<file path="config.mk">
export PLATFORM = sky130hd
export DESIGN_NAME = bitmask_to_index_list_top
export DESIGN_NICKNAME = d
export VERILOG_FILES = /design/src/rtl/btil_pkg.sv /design/src/rtl/bitmask_to_index_list_top.sv /design/src/rtl/btil_scan.sv /design/src/rtl/btil_obuf.sv
export SDC_FILE = /design/constraint.sdc
export NUM_CORES = 1
export LEC_CHECK = 0
export BUFFER_PORTS_ARGS = -buffer_cell sky130_fd_sc_hd__buf_4
export CORE_MARGIN = 2
export CORE_UTILIZATION = 59
export DETAILED_ROUTE_END_ITERATION = 10
export PLACE_DENSITY = 0.78
export SLEW_MARGIN = 15
export SYNTH_ARGS = -nofsm -noshare
export SYNTH_HDL_FRONTEND = slang
export SYNTH_SLANG_ARGS = --single-unit
</file>
<file path="constraint.sdc">
create_clock -name clk -period 6.5 [get_ports clk]
set_clock_uncertainty 0.15 [all_clocks]
set_input_delay 0.975 -clock clk [delete_from_list [all_inputs] [get_ports clk]]
set_output_delay 0.975 -clock clk [all_outputs]
set_load 0.02 [all_outputs]
</file>
<file path="src/rtl/btil_pkg.sv">
`timescale 1ns / 1ps
// ----------------------------------------------------------------------------
// btil_pkg
// Shared types and constants for the bitmask to index list converter.
// ----------------------------------------------------------------------------
package btil_pkg;

  localparam int WORD_BITS   = 64;
  localparam int VBITS_W     = 7;
  localparam int COUNT_W     = 32;
  localparam int OUT_ROW_W   = 32;
  localparam int IN_TDATA_W  = 72;
  localparam int OUT_TDATA_W = 64;

  typedef enum logic [1:0] {
    ST_IDLE,
    ST_EMPTY,
    ST_SCAN
  } scan_state_t;

  typedef struct packed {
    logic [OUT_ROW_W-1:0] row_index;
    logic                 found;
    logic [COUNT_W-1:0]   selected_so_far;
    logic                 last_of_item;
  } btil_result_t;

endpackage

</file>
<file path="src/rtl/bitmask_to_index_list_top.sv">
`timescale 1ns / 1ps
// ----------------------------------------------------------------------------
// bitmask_to_index_list_top
// Turns a stream of 64-bit selection mask words into the ascending list of
// selected row indices with a running selected count.
// ----------------------------------------------------------------------------
// Each input item is one mask word; bit b stands for row base + b, and only
// the low valid_bits bits count. The word is scanned one bit per clock by a
// shift register, so after it is accepted an item occupies the block until
// its scan ends: the scan stops right after the highest set bit, a word with
// no set bit emits a single result with found clear, and each set bit holds
// the scan until the output register can take its result. A new word is
// taken only in the idle state that follows, so a word is never accepted
// while the last one is still in the scan. Row indices wrap at ROW_INDEX_BITS
// bits, the count saturates at all ones, and both the row base and the count
// return to zero after a word marked with tlast.
// ----------------------------------------------------------------------------
module bitmask_to_index_list_top #(
  parameter int ROW_INDEX_BITS = 32
) (
  input  logic                                clk,
  input  logic                                rst_n,
  input  logic                                in_tvalid,
  output logic                                in_tready,
  // mask_word [63:0], valid_bits [70:64], zero pad [71]
  input  logic [btil_pkg::IN_TDATA_W-1:0]     in_tdata,
  input  logic                                in_tlast,   // end_of_mask
  output logic                                out_tvalid,
  input  logic                                out_tready,
  // row_index [31:0], selected_so_far [63:32]
  output logic [btil_pkg::OUT_TDATA_W-1:0]    out_tdata,
  output logic                                out_tuser,  // found
  output logic                                out_tlast   // last_of_item
);
  import btil_pkg::*;

  logic         push_valid;
  logic         push_ready;
  btil_result_t push_data;
  btil_result_t out_data;

  btil_scan #(
    .ROW_INDEX_BITS(ROW_INDEX_BITS)
  ) u_scan (
    .clk        (clk),
    .rst_n      (rst_n),
    .load_valid (in_tvalid),
    .load_ready (in_tready),
    .mask_word  (in_tdata[WORD_BITS-1:0]),
    .valid_bits (in_tdata[WORD_BITS +: VBITS_W]),
    .end_of_mask(in_tlast),
    .push_valid (push_valid),
    .push_ready (push_ready),
    .push_data  (push_data)
  );

  btil_obuf u_obuf (
    .clk       (clk),
    .rst_n     (rst_n),
    .push_valid(push_valid),
    .push_ready(push_ready),
    .push_data (push_data),
    .out_valid (out_tvalid),
    .out_ready (out_tready),
    .out_data  (out_data)
  );

  assign out_tdata = {out_data.selected_so_far, out_data.row_index};
  assign out_tuser = out_data.found;
  assign out_tlast = out_data.last_of_item;

endmodule

</file>
<file path="src/rtl/btil_scan.sv">
`timescale 1ns / 1ps
// ----------------------------------------------------------------------------
// btil_scan
// Bit-serial scanner: shifts the masked word out one bit per cycle, unless
// a set bit waits for the output side, and produces one result for each set
// bit, or one empty result for a word with no meaningful set bit.
// ----------------------------------------------------------------------------
module btil_scan #(
  parameter int ROW_INDEX_BITS = 32
) (
  input  logic                                 clk,
  input  logic                                 rst_n,
  input  logic                                 load_valid,
  output logic                                 load_ready,
  input  logic [btil_pkg::WORD_BITS-1:0]       mask_word,
  input  logic [btil_pkg::VBITS_W-1:0]         valid_bits,
  input  logic                                 end_of_mask,
  output logic                                 push_valid,
  input  logic                                 push_ready,
  output btil_pkg::btil_result_t               push_data
);
  import btil_pkg::*;

  scan_state_t               state_r, state_nxt;
  logic [WORD_BITS-1:0]      shift_r, shift_nxt;
  logic [ROW_INDEX_BITS-1:0] idx_r, idx_nxt;
  logic [ROW_INDEX_BITS-1:0] base_r, base_nxt;
  logic [COUNT_W-1:0]        cnt_r, cnt_nxt;
  logic                      eom_r, eom_nxt;

  logic [WORD_BITS-1:0]      keep;
  logic [WORD_BITS-1:0]      masked;
  logic                      rest_zero;
  logic [COUNT_W-1:0]        cnt_inc;
  logic [OUT_ROW_W-1:0]      row_out;
  logic                      load;
  logic                      take_bit;

  // Thermometer of the meaningful bits; counts of 64 and above keep all.
  always_comb begin
    for (int i = 0; i < WORD_BITS; i++) begin
      keep[i] = valid_bits[VBITS_W-1] || (VBITS_W'(i) < valid_bits);
    end
  end

  assign masked    = mask_word & keep;
  assign rest_zero = (shift_r[WORD_BITS-1:1] == '0);
  assign cnt_inc   = (cnt_r == '1) ? cnt_r : cnt_r + COUNT_W'(1);
  assign load      = load_valid && load_ready;
  assign take_bit  = push_valid && push_ready;

  generate
    if (ROW_INDEX_BITS >= OUT_ROW_W) begin : g_trunc
      assign row_out = idx_r[OUT_ROW_W-1:0];
    end else begin : g_ext
      assign row_out = {{(OUT_ROW_W-ROW_INDEX_BITS){1'b0}}, idx_r};
    end
  endgenerate

  // Next state.
  always_comb begin
    state_nxt = state_r;
    case (state_r)
      ST_IDLE: begin
        if (load_valid) begin
          state_nxt = (masked == '0) ? ST_EMPTY : ST_SCAN;
        end
      end
      ST_EMPTY: begin
        if (push_ready) begin
          state_nxt = ST_IDLE;
        end
      end
      ST_SCAN: begin
        if (shift_r[0] && rest_zero && push_ready) begin
          state_nxt = ST_IDLE;
        end
      end
      default: state_nxt = ST_IDLE;
    endcase
  end

  // Outputs of the state machine.
  always_comb begin
    load_ready = 1'b0;
    push_valid = 1'b0;
    push_data  = '0;
    case (state_r)
      ST_IDLE: begin
        load_ready = 1'b1;
      end
      ST_EMPTY: begin
        push_valid                = 1'b1;
        push_data.selected_so_far = cnt_r;
        push_data.last_of_item    = 1'b1;
      end
      ST_SCAN: begin
        push_valid                = shift_r[0];
        push_data.row_index       = row_out;
        push_data.found           = 1'b1;
        push_data.selected_so_far = cnt_inc;
        push_data.last_of_item    = rest_zero;
      end
      default: begin
        load_ready = 1'b0;
      end
    endcase
  end

  // Datapath registers.
  always_comb begin
    shift_nxt = shift_r;
    idx_nxt   = idx_r;
    base_nxt  = base_r;
    cnt_nxt   = cnt_r;
    eom_nxt   = eom_r;
    if (load) begin
      shift_nxt = masked;
      idx_nxt   = base_r;
      eom_nxt   = end_of_mask;
      base_nxt  = end_of_mask ? '0 : base_r + ROW_INDEX_BITS'(WORD_BITS);
    end else if (state_r == ST_SCAN) begin
      // A clear bit moves on at once; a set bit waits for the output side.
      if (!shift_r[0] || push_ready) begin
        shift_nxt = shift_r >> 1;
        idx_nxt   = idx_r + ROW_INDEX_BITS'(1);
      end
      if (take_bit) begin
        cnt_nxt = (rest_zero && eom_r) ? '0 : cnt_inc;
      end
    end else if (state_r == ST_EMPTY && push_ready && eom_r) begin
      cnt_nxt = '0;
    end
  end

  always_ff @(posedge clk) begin
    if (!rst_n) begin
      state_r <= ST_IDLE;
      base_r  <= '0;
      cnt_r   <= '0;
      eom_r   <= 1'b0;
    end else begin
      state_r <= state_nxt;
      base_r  <= base_nxt;
      cnt_r   <= cnt_nxt;
      eom_r   <= eom_nxt;
    end
  end

  always_ff @(posedge clk) begin
    shift_r <= shift_nxt;
    idx_r   <= idx_nxt;
  end

endmodule

</file>
<file path="src/rtl/btil_obuf.sv">
`timescale 1ns / 1ps
// ----------------------------------------------------------------------------
// btil_obuf
// Output register that holds one result until the downstream side takes it.
// ----------------------------------------------------------------------------
module btil_obuf (
  input  logic                   clk,
  input  logic                   rst_n,
  input  logic                   push_valid,
  output logic                   push_ready,
  input  btil_pkg::btil_result_t push_data,
  output logic                   out_valid,
  input  logic                   out_ready,
  output btil_pkg::btil_result_t out_data
);
  import btil_pkg::*;

  logic         valid_r, valid_nxt;
  btil_result_t data_r;

  assign push_ready = !valid_r || out_ready;
  assign out_valid  = valid_r;
  assign out_data   = data_r;

  always_comb begin
    valid_nxt = valid_r;
    if (push_ready) begin
      valid_nxt = push_valid;
    end
  end

  always_ff @(posedge clk) begin
    if (!rst_n) begin
      valid_r <= 1'b0;
    end else begin
      valid_r <= valid_nxt;
    end
  end

  always_ff @(posedge clk) begin
    if (push_valid && push_ready) begin
      data_r <= push_data;
    end
  end

endmodule
</file>
==> metrics.md, run 1 <==
| Metric | Value |
|---|---|
| Crit path DAT | `4.24 ns` |
| Final Hold Fails | `0` |
| Crit path from | `u_scan.state_r[0]` |
| Clock power frac | `approximately 41%` |
| Int Pwr | `roughly 2.7 mW` |
| DP HPWL | `slightly above 20000 µm` |
| Outcome | `finished clean` |
| Post-CTS Setup Repair Bufs | `0` |
| RSZ-0062 raised after global routing | `no` |
| Period Utilization, post-route | `roughly 61%` |
| RePlAce Congestion | `roughly 1` |
| Total GRT Usage | `28.2%` |
| Unique cell type count in the Yosys netlist | `72` |
| DIE AREA | `0.0209 mm²` |
| DR pass1 iterations | `5` |
| Slew margin rel. | `between 10% and 20%` |
| Post-Syn Instances | `between 1000 and 1500` |
| Routed vias | `around 10000` |
| Total Wirelength | `between 20000 and 30000 µm` |
| Post-CTS Resized | `0` |
| Max FO, Critical Path | `61` |
| Hold buffers post-CTS | `0` |
| Slew Limit Fails | `0` |
| Seq cells post-synth | `approximately 220` |
| NumNets Final | `1407` |
| CP top delay family | `compound AO/OA/AOI/OAI gates` |
| Critical path buffer and inverter count | `2` |
| I/O Buffers | `between 100 and 150` |
| Slew @ Worst Pin | `about 1.2 ns` |
| CTS max path bufs | `3` |
| Fillcell total | `1534` |
| Sw Pwr | `between 800 and 900 µW` |
| Diodes inserted | `0` |
| MaxCap Viol Count | `0` |
| FF-to-FF End | `u_scan.cnt_r[16]` |
| Initial antenna violation count | `0` |
| Layout cell share with drive strength beyond 1 | `16.2%` |
| Worst flop-to-flop path startpoint | `u_scan.state_r[0]` |
| Post-synth top area share | `about two fifths` |
| Reg power frac | `between 40% and 50%` |
| # rows | `51` |
| Largest cells by area after synthesis | `edfxtp_1 42%, dfxtp_1 11%, o21ai_0 6.7%` |
| Fin Setup TNS | `0 ns` |
| Critical path startpoint category | `flop` |
| Core ar. | `roughly 0.019 mm²` |
| Vias in the first global route | `roughly 9000` |
| Leakage power | `between 4 and 5 nW` |
| H-tree Lvls | `1` |
| Post-synth top area cell | `edfxtp_1` |
| ANT nets after route | `0` |
| Crit. End Element | `flop` |
| CTS tree | `done` |
| Per-cell routed wire length | `18.3 µm` |
| Post-route minimum period | `roughly 4.0 ns` |
| Net Count, Synth | `~1300` |
| F_max | `approximately 250 MHz` |
| Horiz. Die Dim | `145 µm` |
| CP endpoint | `u_scan.cnt_r[16]` |
| Flop2flop setup slack | `roughly 2.5 ns` |
| Final setup fails | `0` |
| Predominant post-synthesis flop cell | `edfxtp_1` |
| Area delta synth->final | `17.2%` |
| Reg clk slew, reported paths | `~0.060 ns` |
| WP depth | `10` |
| Cells after DPL | `about 1600` |
| Ys Warns | `0` |
| Sequential area share after synthesis | `between 50 and 60%` |
| Total CTS buffers | `24` |
| Die Ht | `between 100 and 150 µm` |
| CTS sink cnt | `roughly 220` |
| Clk Latency, worst-skew pair | `0.51 ns` |
| Switching Fraction | `between 20% and 30%` |
| Mean Syn Cell Area | `9.54 µm²` |
| Hold/Removal Path Class | `reg -> reg` |
| DRC | `0` |
| EDFF count, synth | `about 160` |
| Synth Cell Area | `~0.012 mm²` |
| Register-to-Register Path Depth | `10` |
| Worst EP required | `a little under 7 ns` |
| # IOs | `between 100 and 150` |
| PwrDens | `approximately 260 mW/mm²` |
| Largest net degree at the start of global routing | `about 90` |
| Initial Utilization | `between 60 and 70%` |
| Grt ovf | `0` |
| Post-synth ARST share | `0%` |
| WS Path Type | `reg -> reg` |
| First-pass GRT wire length | `between 40000 and 50000 µm` |
| CP peak stage delay | `0.96 ns` |
| CP Cell Sequence | `inv_1 > ha_2 > buf_4 > o211ai_1 > a211o_1 > nor2_1 > o21a_4 > and2_1 > o21ai_0 > a31oi_1` |
| Comb pwr share | `10.0%` |
| Starting DRC count in detailed routing | `1095` |
| Layout Cells excl Fill | `approximately 1600` |
| Peak VDD IR | `between 0.15 and 0.2 mV` |
| Vias per inst | `about 6.2` |
| Worst path slowest cell | `and2_1` |
| Clk root buf | `clkbuf_16` |
[how the worst min path moves through the flow]
stage	from	to	slack (ns)	cells past startpoint
after floorplan	u_scan.state_r[1]	u_scan.state_r[1]	0.30	2
after global placement	u_scan.state_r[1]	u_scan.state_r[1]	0.31	2
after detailed placement	u_scan.state_r[1]	u_scan.state_r[1]	0.33	2
after CTS	u_scan.state_r[1]	u_scan.state_r[1]	0.33	2
after global routing	u_scan.eom_r	u_scan.eom_r	0.37	2
final	u_scan.state_r[1]	u_scan.state_r[1]	0.34	2
[cell usage after synthesis (6+ instances only)]
cell type and instances:
a31oi_1 23, a311oi_1 11, nor3_1 23, a21oi_1 58
a21o_1 7, o211ai_1 9, inv_1 18, o31ai_1 8
clkbuf_1 58, and2_1 39, o21ai_0 156, buf_2 7
and4_1 7, xor2_1 35, nand2_1 201, edfxtp_1 162
nand4_1 21, nand3_1 41, xnor2_1 18, nor4_1 20
and3_1 22, nor2_1 81, o211a_1 10, ha_1 6
dfxtp_1 62, or3_1 14
[sequential cells by signal (all words and copies together) (netlist names)]
signal	cells
u_obuf.out_data	66
u_obuf.out_valid	1
u_scan.base_r	26
u_scan.cnt_r	32
u_scan.eom_r	1
u_scan.idx_r	32
u_scan.shift_r	64
u_scan.state_r	2
[through the flow]
step | hold slack [ns] | power (mW) | utilization [%] | setup WS (ns) | instance area (µm²)
floorplan | 0.299 | 1.98 | - | 1.91 | 11600
global placement | 0.314 | 2.10 | 66.1 | 2.71 | 12800
detailed placement | 0.328 | 2.12 | 66.1 | 2.63 | 12800
CTS | 0.335 | 3.53 | 70.4 | 2.61 | 13700
global route | 0.366 | 3.65 | 70.4 | 2.25 | 13700
finish | 0.337 | 3.52 | 70.4 | 2.54 | 13700
[worst min-delay path: stages, from the launching register on]
cell and delay (ns):
dfxtp_1 0.33, nand2_1 0.06, a21oi_1 0.05
[area by class of cell]
cell class              instances  area, µm²  area share (%)
inverters                      19       71.3           0.522
clock inverters                11        148            1.08
multi-input cells             905       5180            37.9
well taps                     265        332            2.43
flip-flops and latches        224       6110            44.7
repair buffers                150       1130            8.25
clock buffers                  32        693            5.08
[power by group through the flow]
stage	clock [mW]	combinational, mW	sequential, mW
global placement	0	0.341	1.76
finish	1.43	0.353	1.74
global route	1.50	0.394	1.75
floorplan	0	0.226	1.75
CTS	1.44	0.350	1.74
detailed placement	0	0.348	1.77
[layout by cell type (no fill, tap or decap), types with 8 or more instances in the layout]
| master | n |
|---|---|
| nand2_1 | 199 |
| edfxtp_1 | 162 |
| o21ai_0 | 156 |
| buf_4 | 150 |
| nor2_1 | 80 |
| dfxtp_1 | 62 |
| a21oi_1 | 58 |
| nand3_1 | 41 |
| and2_1 | 38 |
| xor2_1 | 35 |
| clkbuf_16 | 26 |
| a31oi_1 | 23 |
| nor3_1 | 23 |
| and3_1 | 22 |
| nand4_1 | 21 |
| nor4_1 | 20 |
| inv_1 | 18 |
| xnor2_1 | 18 |
| or3_1 | 14 |
| a311oi_1 | 11 |
| o211a_1 | 10 |
| o211ai_1 | 9 |
| o31ai_1 | 8 |
[metal layers]
metal  GRT usage [%]  routed length, µm  vias to the layer above
met1            40.5              12700                     4627
li1                -                  -                     4711
met3            3.68               2410                       64
met4            7.87                760                        0
met2            45.4              13600                      509
met5               0                  0                        -
[kinds of logic after synthesis]
kind of cell,share of synthesized area (%)
fa+ha+maj,0.988
compound gates,17.7
flops,52.4
buf+inv,3.30
simple gates,21.6
xor+xnor,3.98
(Power assumes the default switching activity.)
==> run 2: changes to the inputs <==
--- a/config.mk
+++ b/config.mk
@@ -5,11 +5,12 @@
 export SDC_FILE = /design/constraint.sdc
 export NUM_CORES = 1
 export LEC_CHECK = 0
+export ABC_AREA = 1
 export BUFFER_PORTS_ARGS = -buffer_cell sky130_fd_sc_hd__buf_4
 export CORE_MARGIN = 2
-export CORE_UTILIZATION = 59
+export CORE_UTILIZATION = 53
 export DETAILED_ROUTE_END_ITERATION = 10
-export PLACE_DENSITY = 0.78
+export PLACE_DENSITY = 0.73
 export SLEW_MARGIN = 15
 export SYNTH_ARGS = -nofsm -noshare
 export SYNTH_HDL_FRONTEND = slang
==> constraint.sdc (replaced) <==
create_clock -name clk -period 3.33 [get_ports clk]
set_clock_uncertainty 0.15 [all_clocks]
set_input_delay 0.4995 -clock clk [delete_from_list [all_inputs] [get_ports clk]]
set_output_delay 0.4995 -clock clk [all_outputs]
set_load 0.02 [all_outputs]
==> run 2 against run 1 <==
Setup slack lost 2.2 ns. Sequential power grew 95%. Total power grew 97%. First-iteration DRC count shrank 17%. Clock power grew 92%. Synthesized area grew 6.0%. Critical path type unchanged. Critical endpoint is now u_scan.shift_r[4]. Largest cell class unchanged.
==> metrics.md, run 2 <==
| Metric | Value |
|---|---|
| RSZ-0062 raised after global routing | `no (unchanged)` |
| Reg power frac | `49.1% (was 49.4%)` |
| Slew margin rel. | `43.4% (was 18.8%)` |
| Post-synth top area cell | `edfxtp_1 (unchanged)` |
| Period Utilization, post-route | `89.6% (was 61.0%)` |
| EDFF count, synth | `162 (unchanged)` |
| Crit path DAT | `3.06 ns (was 4.24 ns)` |
| Slew @ Worst Pin | `0.848 ns (was 1.22 ns)` |
| Critical path startpoint category | `flop (unchanged)` |
| Initial Utilization | `54.2% (was 60.1%)` |
| Sequential area share after synthesis | `49.5% (was 52.4%)` |
| Fin Setup TNS | `0 ns (unchanged)` |
| Synth Cell Area | `0.0123 mm² (was 0.0116 mm²)` |
| F_max | `335 MHz (was 252 MHz)` |
| Worst Hold Slack | `0.0988 ns (was 0.337 ns)` |
| Register-to-Register Path Depth | `6 (was 10)` |
| # rows | `55 (was 51)` |
| DR pass1 iterations | `6 (was 5)` |
| Layout cell share with drive strength beyond 1 | `14.0% (was 16.2%)` |
| Post-synth top area share | `39.4% (was 41.8%)` |
| Post-Syn Instances | `1623 (was 1221)` |
| Total GRT Usage | `25.3% (was 28.2%)` |
| Mean Syn Cell Area | `7.61 µm² (was 9.54 µm²)` |
| CP endpoint | `u_scan.shift_r[4] (was u_scan.cnt_r[16])` |
| Total CTS buffers | `25 (was 24)` |
| Worst flop-to-flop path startpoint | `u_scan.state_r[0] (unchanged)` |
| Horiz. Die Dim | `157 µm (was 145 µm)` |
| Vias per inst | `5.26 (was 6.17)` |
| Flip-flop count of the largest register after layout | `66 (unchanged)` |
| Compound-Gate Fraction of Synth Area | `8.43% (was 17.7%)` |
| Flop2flop setup slack | `0.35 ns (was 2.54 ns)` |
| Most common cell in the netlist | `nand2_1 (unchanged)` |
| WS Path Type | `reg -> reg (unchanged)` |
| Die Ht | `157 µm (was 145 µm)` |
| Simple-gate area share of the yosys netlist | `31.2% (was 21.6%)` |
| Outcome | `finished clean (unchanged)` |
| Routed vias | `10900 (was 9911)` |
| Reg clk slew, reported paths | `0.06 ns (about the same)` |
| Post-synthesis xor/xnor area fraction | `2.98% (was 3.98%)` |
| Core ar. | `0.0228 mm² (was 0.0194 mm²)` |
| Post-synth ARST share | `0% (unchanged)` |
| CTS sink cnt | `224 (unchanged)` |
| Fillcell total | `2020 (was 1534)` |
| MaxCap Viol Count | `0 (unchanged)` |
| I/O Buffers | `143 (unchanged)` |
| PwrDens | `478 mW/mm² (was 258 mW/mm²)` |
| CTS tree | `done (unchanged)` |
| Vias in the first global route | `10300 (was 8987)` |
| Final setup fails | `0 (unchanged)` |
| Clk root buf | `clkbuf_16 (unchanged)` |
| Seq cells post-synth | `224 (unchanged)` |
| # IOs | `145 (unchanged)` |
| DIE AREA | `0.0245 mm² (was 0.0209 mm²)` |
| Switching Fraction | `25.3% (was 24.4%)` |
| Top cells by count, synth | `526 x nand2_1, 237 x nor2_1, 162 x edfxtp_1 (was 201 x nand2_1, 162 x edfxtp_1, 156 x o21ai_0)` |
| RePlAce Congestion | `0.924 (was 0.973)` |
| Total Wirelength | `30800 µm (was 29500 µm)` |
| Diodes inserted | `0 (unchanged)` |
| FF-to-FF End | `u_scan.shift_r[4] (was u_scan.cnt_r[16])` |
| Peak VDD IR | `0.384 mV (was 0.199 mV)` |
| Hold/Removal Path Class | `in -> reg (was reg -> reg)` |
| Crit path from | `u_scan.state_r[0] (unchanged)` |
| Largest cells by area after synthesis | `edfxtp_1 39%, nand2_1 16%, dfxtp_1 10% (was edfxtp_1 42%, dfxtp_1 11%, o21ai_0 6.7%)` |
| Pwr Total | `6.93 mW (was 3.52 mW)` |
| Largest net degree at the start of global routing | `90 (was 92)` |
| Grt ovf | `0 (unchanged)` |
| First-pass GRT wire length | `50400 µm (was 47000 µm)` |
| Commonest non-fill, non-tap cell in the layout | `nand2_1 (unchanged)` |
| Adder-Cell Fraction of Synth Area | `0.608% (was 0.988%)` |
| Net Count, Synth | `1706 (was 1304)` |
| Hold buffers post-CTS | `0 (unchanged)` |
| DRC | `0 (unchanged)` |
| Per-cell routed wire length | `14.8 µm (was 18.3 µm)` |
| Clock power frac | `39.5% (was 40.6%)` |
| Unique cell type count in the Yosys netlist | `45 (was 72)` |
| Int Pwr | `5.18 mW (was 2.66 mW)` |
| Starting DRC count in detailed routing | `911 (was 1095)` |
| Final Hold Fails | `0 (unchanged)` |
| Worst EP required | `3.40 ns (was 6.78 ns)` |
| Post-route minimum period | `2.98 ns (was 3.96 ns)` |
| Ys Warns | `0 (unchanged)` |
| Clk Latency, worst-skew pair | `0.53 ns (was 0.51 ns)` |
| Sw Pwr | `1.76 mW (was 861 µW)` |
| CTS max path bufs | `3 (unchanged)` |
| Most frequent cells in the layout | `525 x nand2_1, 236 x nor2_1, 162 x edfxtp_1 (was 199 x nand2_1, 162 x edfxtp_1, 156 x o21ai_0)` |
| Post-synthesis mux area share | `0% (unchanged)` |
| Post-CTS Resized | `0 (unchanged)` |
| Area delta synth->final | `17.5% (was 17.2%)` |
| Predominant post-synthesis flop cell | `edfxtp_1 (unchanged)` |
| Crit. End Element | `flop (unchanged)` |
| Fin util | `63.7% (was 70.4%)` |
| Main combinational cell family by area after synthesis | `simple AND/OR/NAND/NOR gates (unchanged)` |
| Initial antenna violation count | `0 (unchanged)` |
| Slew Limit Fails | `0 (unchanged)` |
| Leakage power | `6.03 nW (was 4.97 nW)` |
| Comb pwr share | `11.4% (was 10.0%)` |
| Max FO, Critical Path | `78 (was 61)` |
| NumNets Final | `1833 (was 1407)` |
| DP HPWL | `22200 µm (was 20100 µm)` |
| ANT nets after route | `0 (unchanged)` |
| Post-CTS Setup Repair Bufs | `0 (unchanged)` |
| H-tree Lvls | `1 (unchanged)` |
-- run 2: cell count changes in the layout (fill, tap and decap cells not counted), moves of 14 or more --
cell and change:
a31oi_1 -20, nor4_1 -14, nand2_1 +326, and2_1 -37
and3_1 -20, a21oi_1 +41, o21ai_0 -87, or3_1 -14
nand3_1 +36, inv_1 +136, nor2_1 +156
-- run 2: critical path, cell delays in order (launching register included) --
cell and delay [ns]:
dfxtp_1 0.33, inv_1 0.09, ha_2 0.20, buf_4 0.62
o21ai_0 0.35, nand2_4 0.58, buf_4 0.33
-- run 2: cell type report --
| type | instances | area [µm²] | area share (%) |
|---|---|---|---|
| sequential | 224 | 6110 | 42.1 |
| clock buffer | 33 | 666 | 4.59 |
| timing repair buffer | 157 | 1200 | 8.30 |
| inverter | 167 | 629 | 4.34 |
| tap | 313 | 392 | 2.70 |
| multi-input combinational | 1175 | 5360 | 36.9 |
| clock inverter | 13 | 154 | 1.06 |
-- run 2: per-layer routing --
metal	vias to the layer above	wire length (µm)	GRT usage (%)
li1	5515	-	-
met5	-	0	0
met2	421	14200	42.2
met4	0	546	5.90
met3	52	2230	3.63
met1	4956	13800	35.0
-- run 2: cells by family after synthesis --
logic type,after synthesis
compound gates,198
xor+xnor,42
fa+ha+maj,6
buf+inv,224
flops,224
simple gates,929
-- run 2: stage by stage --
stage / std cells / setup slack [ns] / area, µm²
after global routing: 2082 / 0.121 / 14500
after CTS: 2082 / 0.319 / 14500
after floorplan: 1623 / 0.106 / 12400
after detailed placement: 2036 / 0.392 / 13700
final: 2082 / 0.345 / 14500
after global placement: 2036 / 0.441 / 13700
-- run 2: how the worst min path moves through the flow --
stage,start,end,cells after the start
3_5_place_dp,u_scan.base_r[9],u_scan.base_r[9],1
4_1_cts,rst_n,u_scan.base_r[7],3
6_report,rst_n,u_scan.base_r[7],3
5_1_grt,rst_n,u_scan.base_r[7],3
2_1_floorplan,u_scan.base_r[14],u_scan.base_r[14],2
3_3_place_gp,u_scan.base_r[9],u_scan.base_r[9],1
-- run 2: power groups by stage --
stage | sequential [mW] | clock (mW) | combinational, mW
floorplan | 3.43 | 0 | 0.526
global route | 3.43 | 2.90 | 0.894
CTS | 3.40 | 2.79 | 0.790
global placement | 3.44 | 0 | 0.771
detailed placement | 3.45 | 0 | 0.785
finish | 3.40 | 2.74 | 0.793
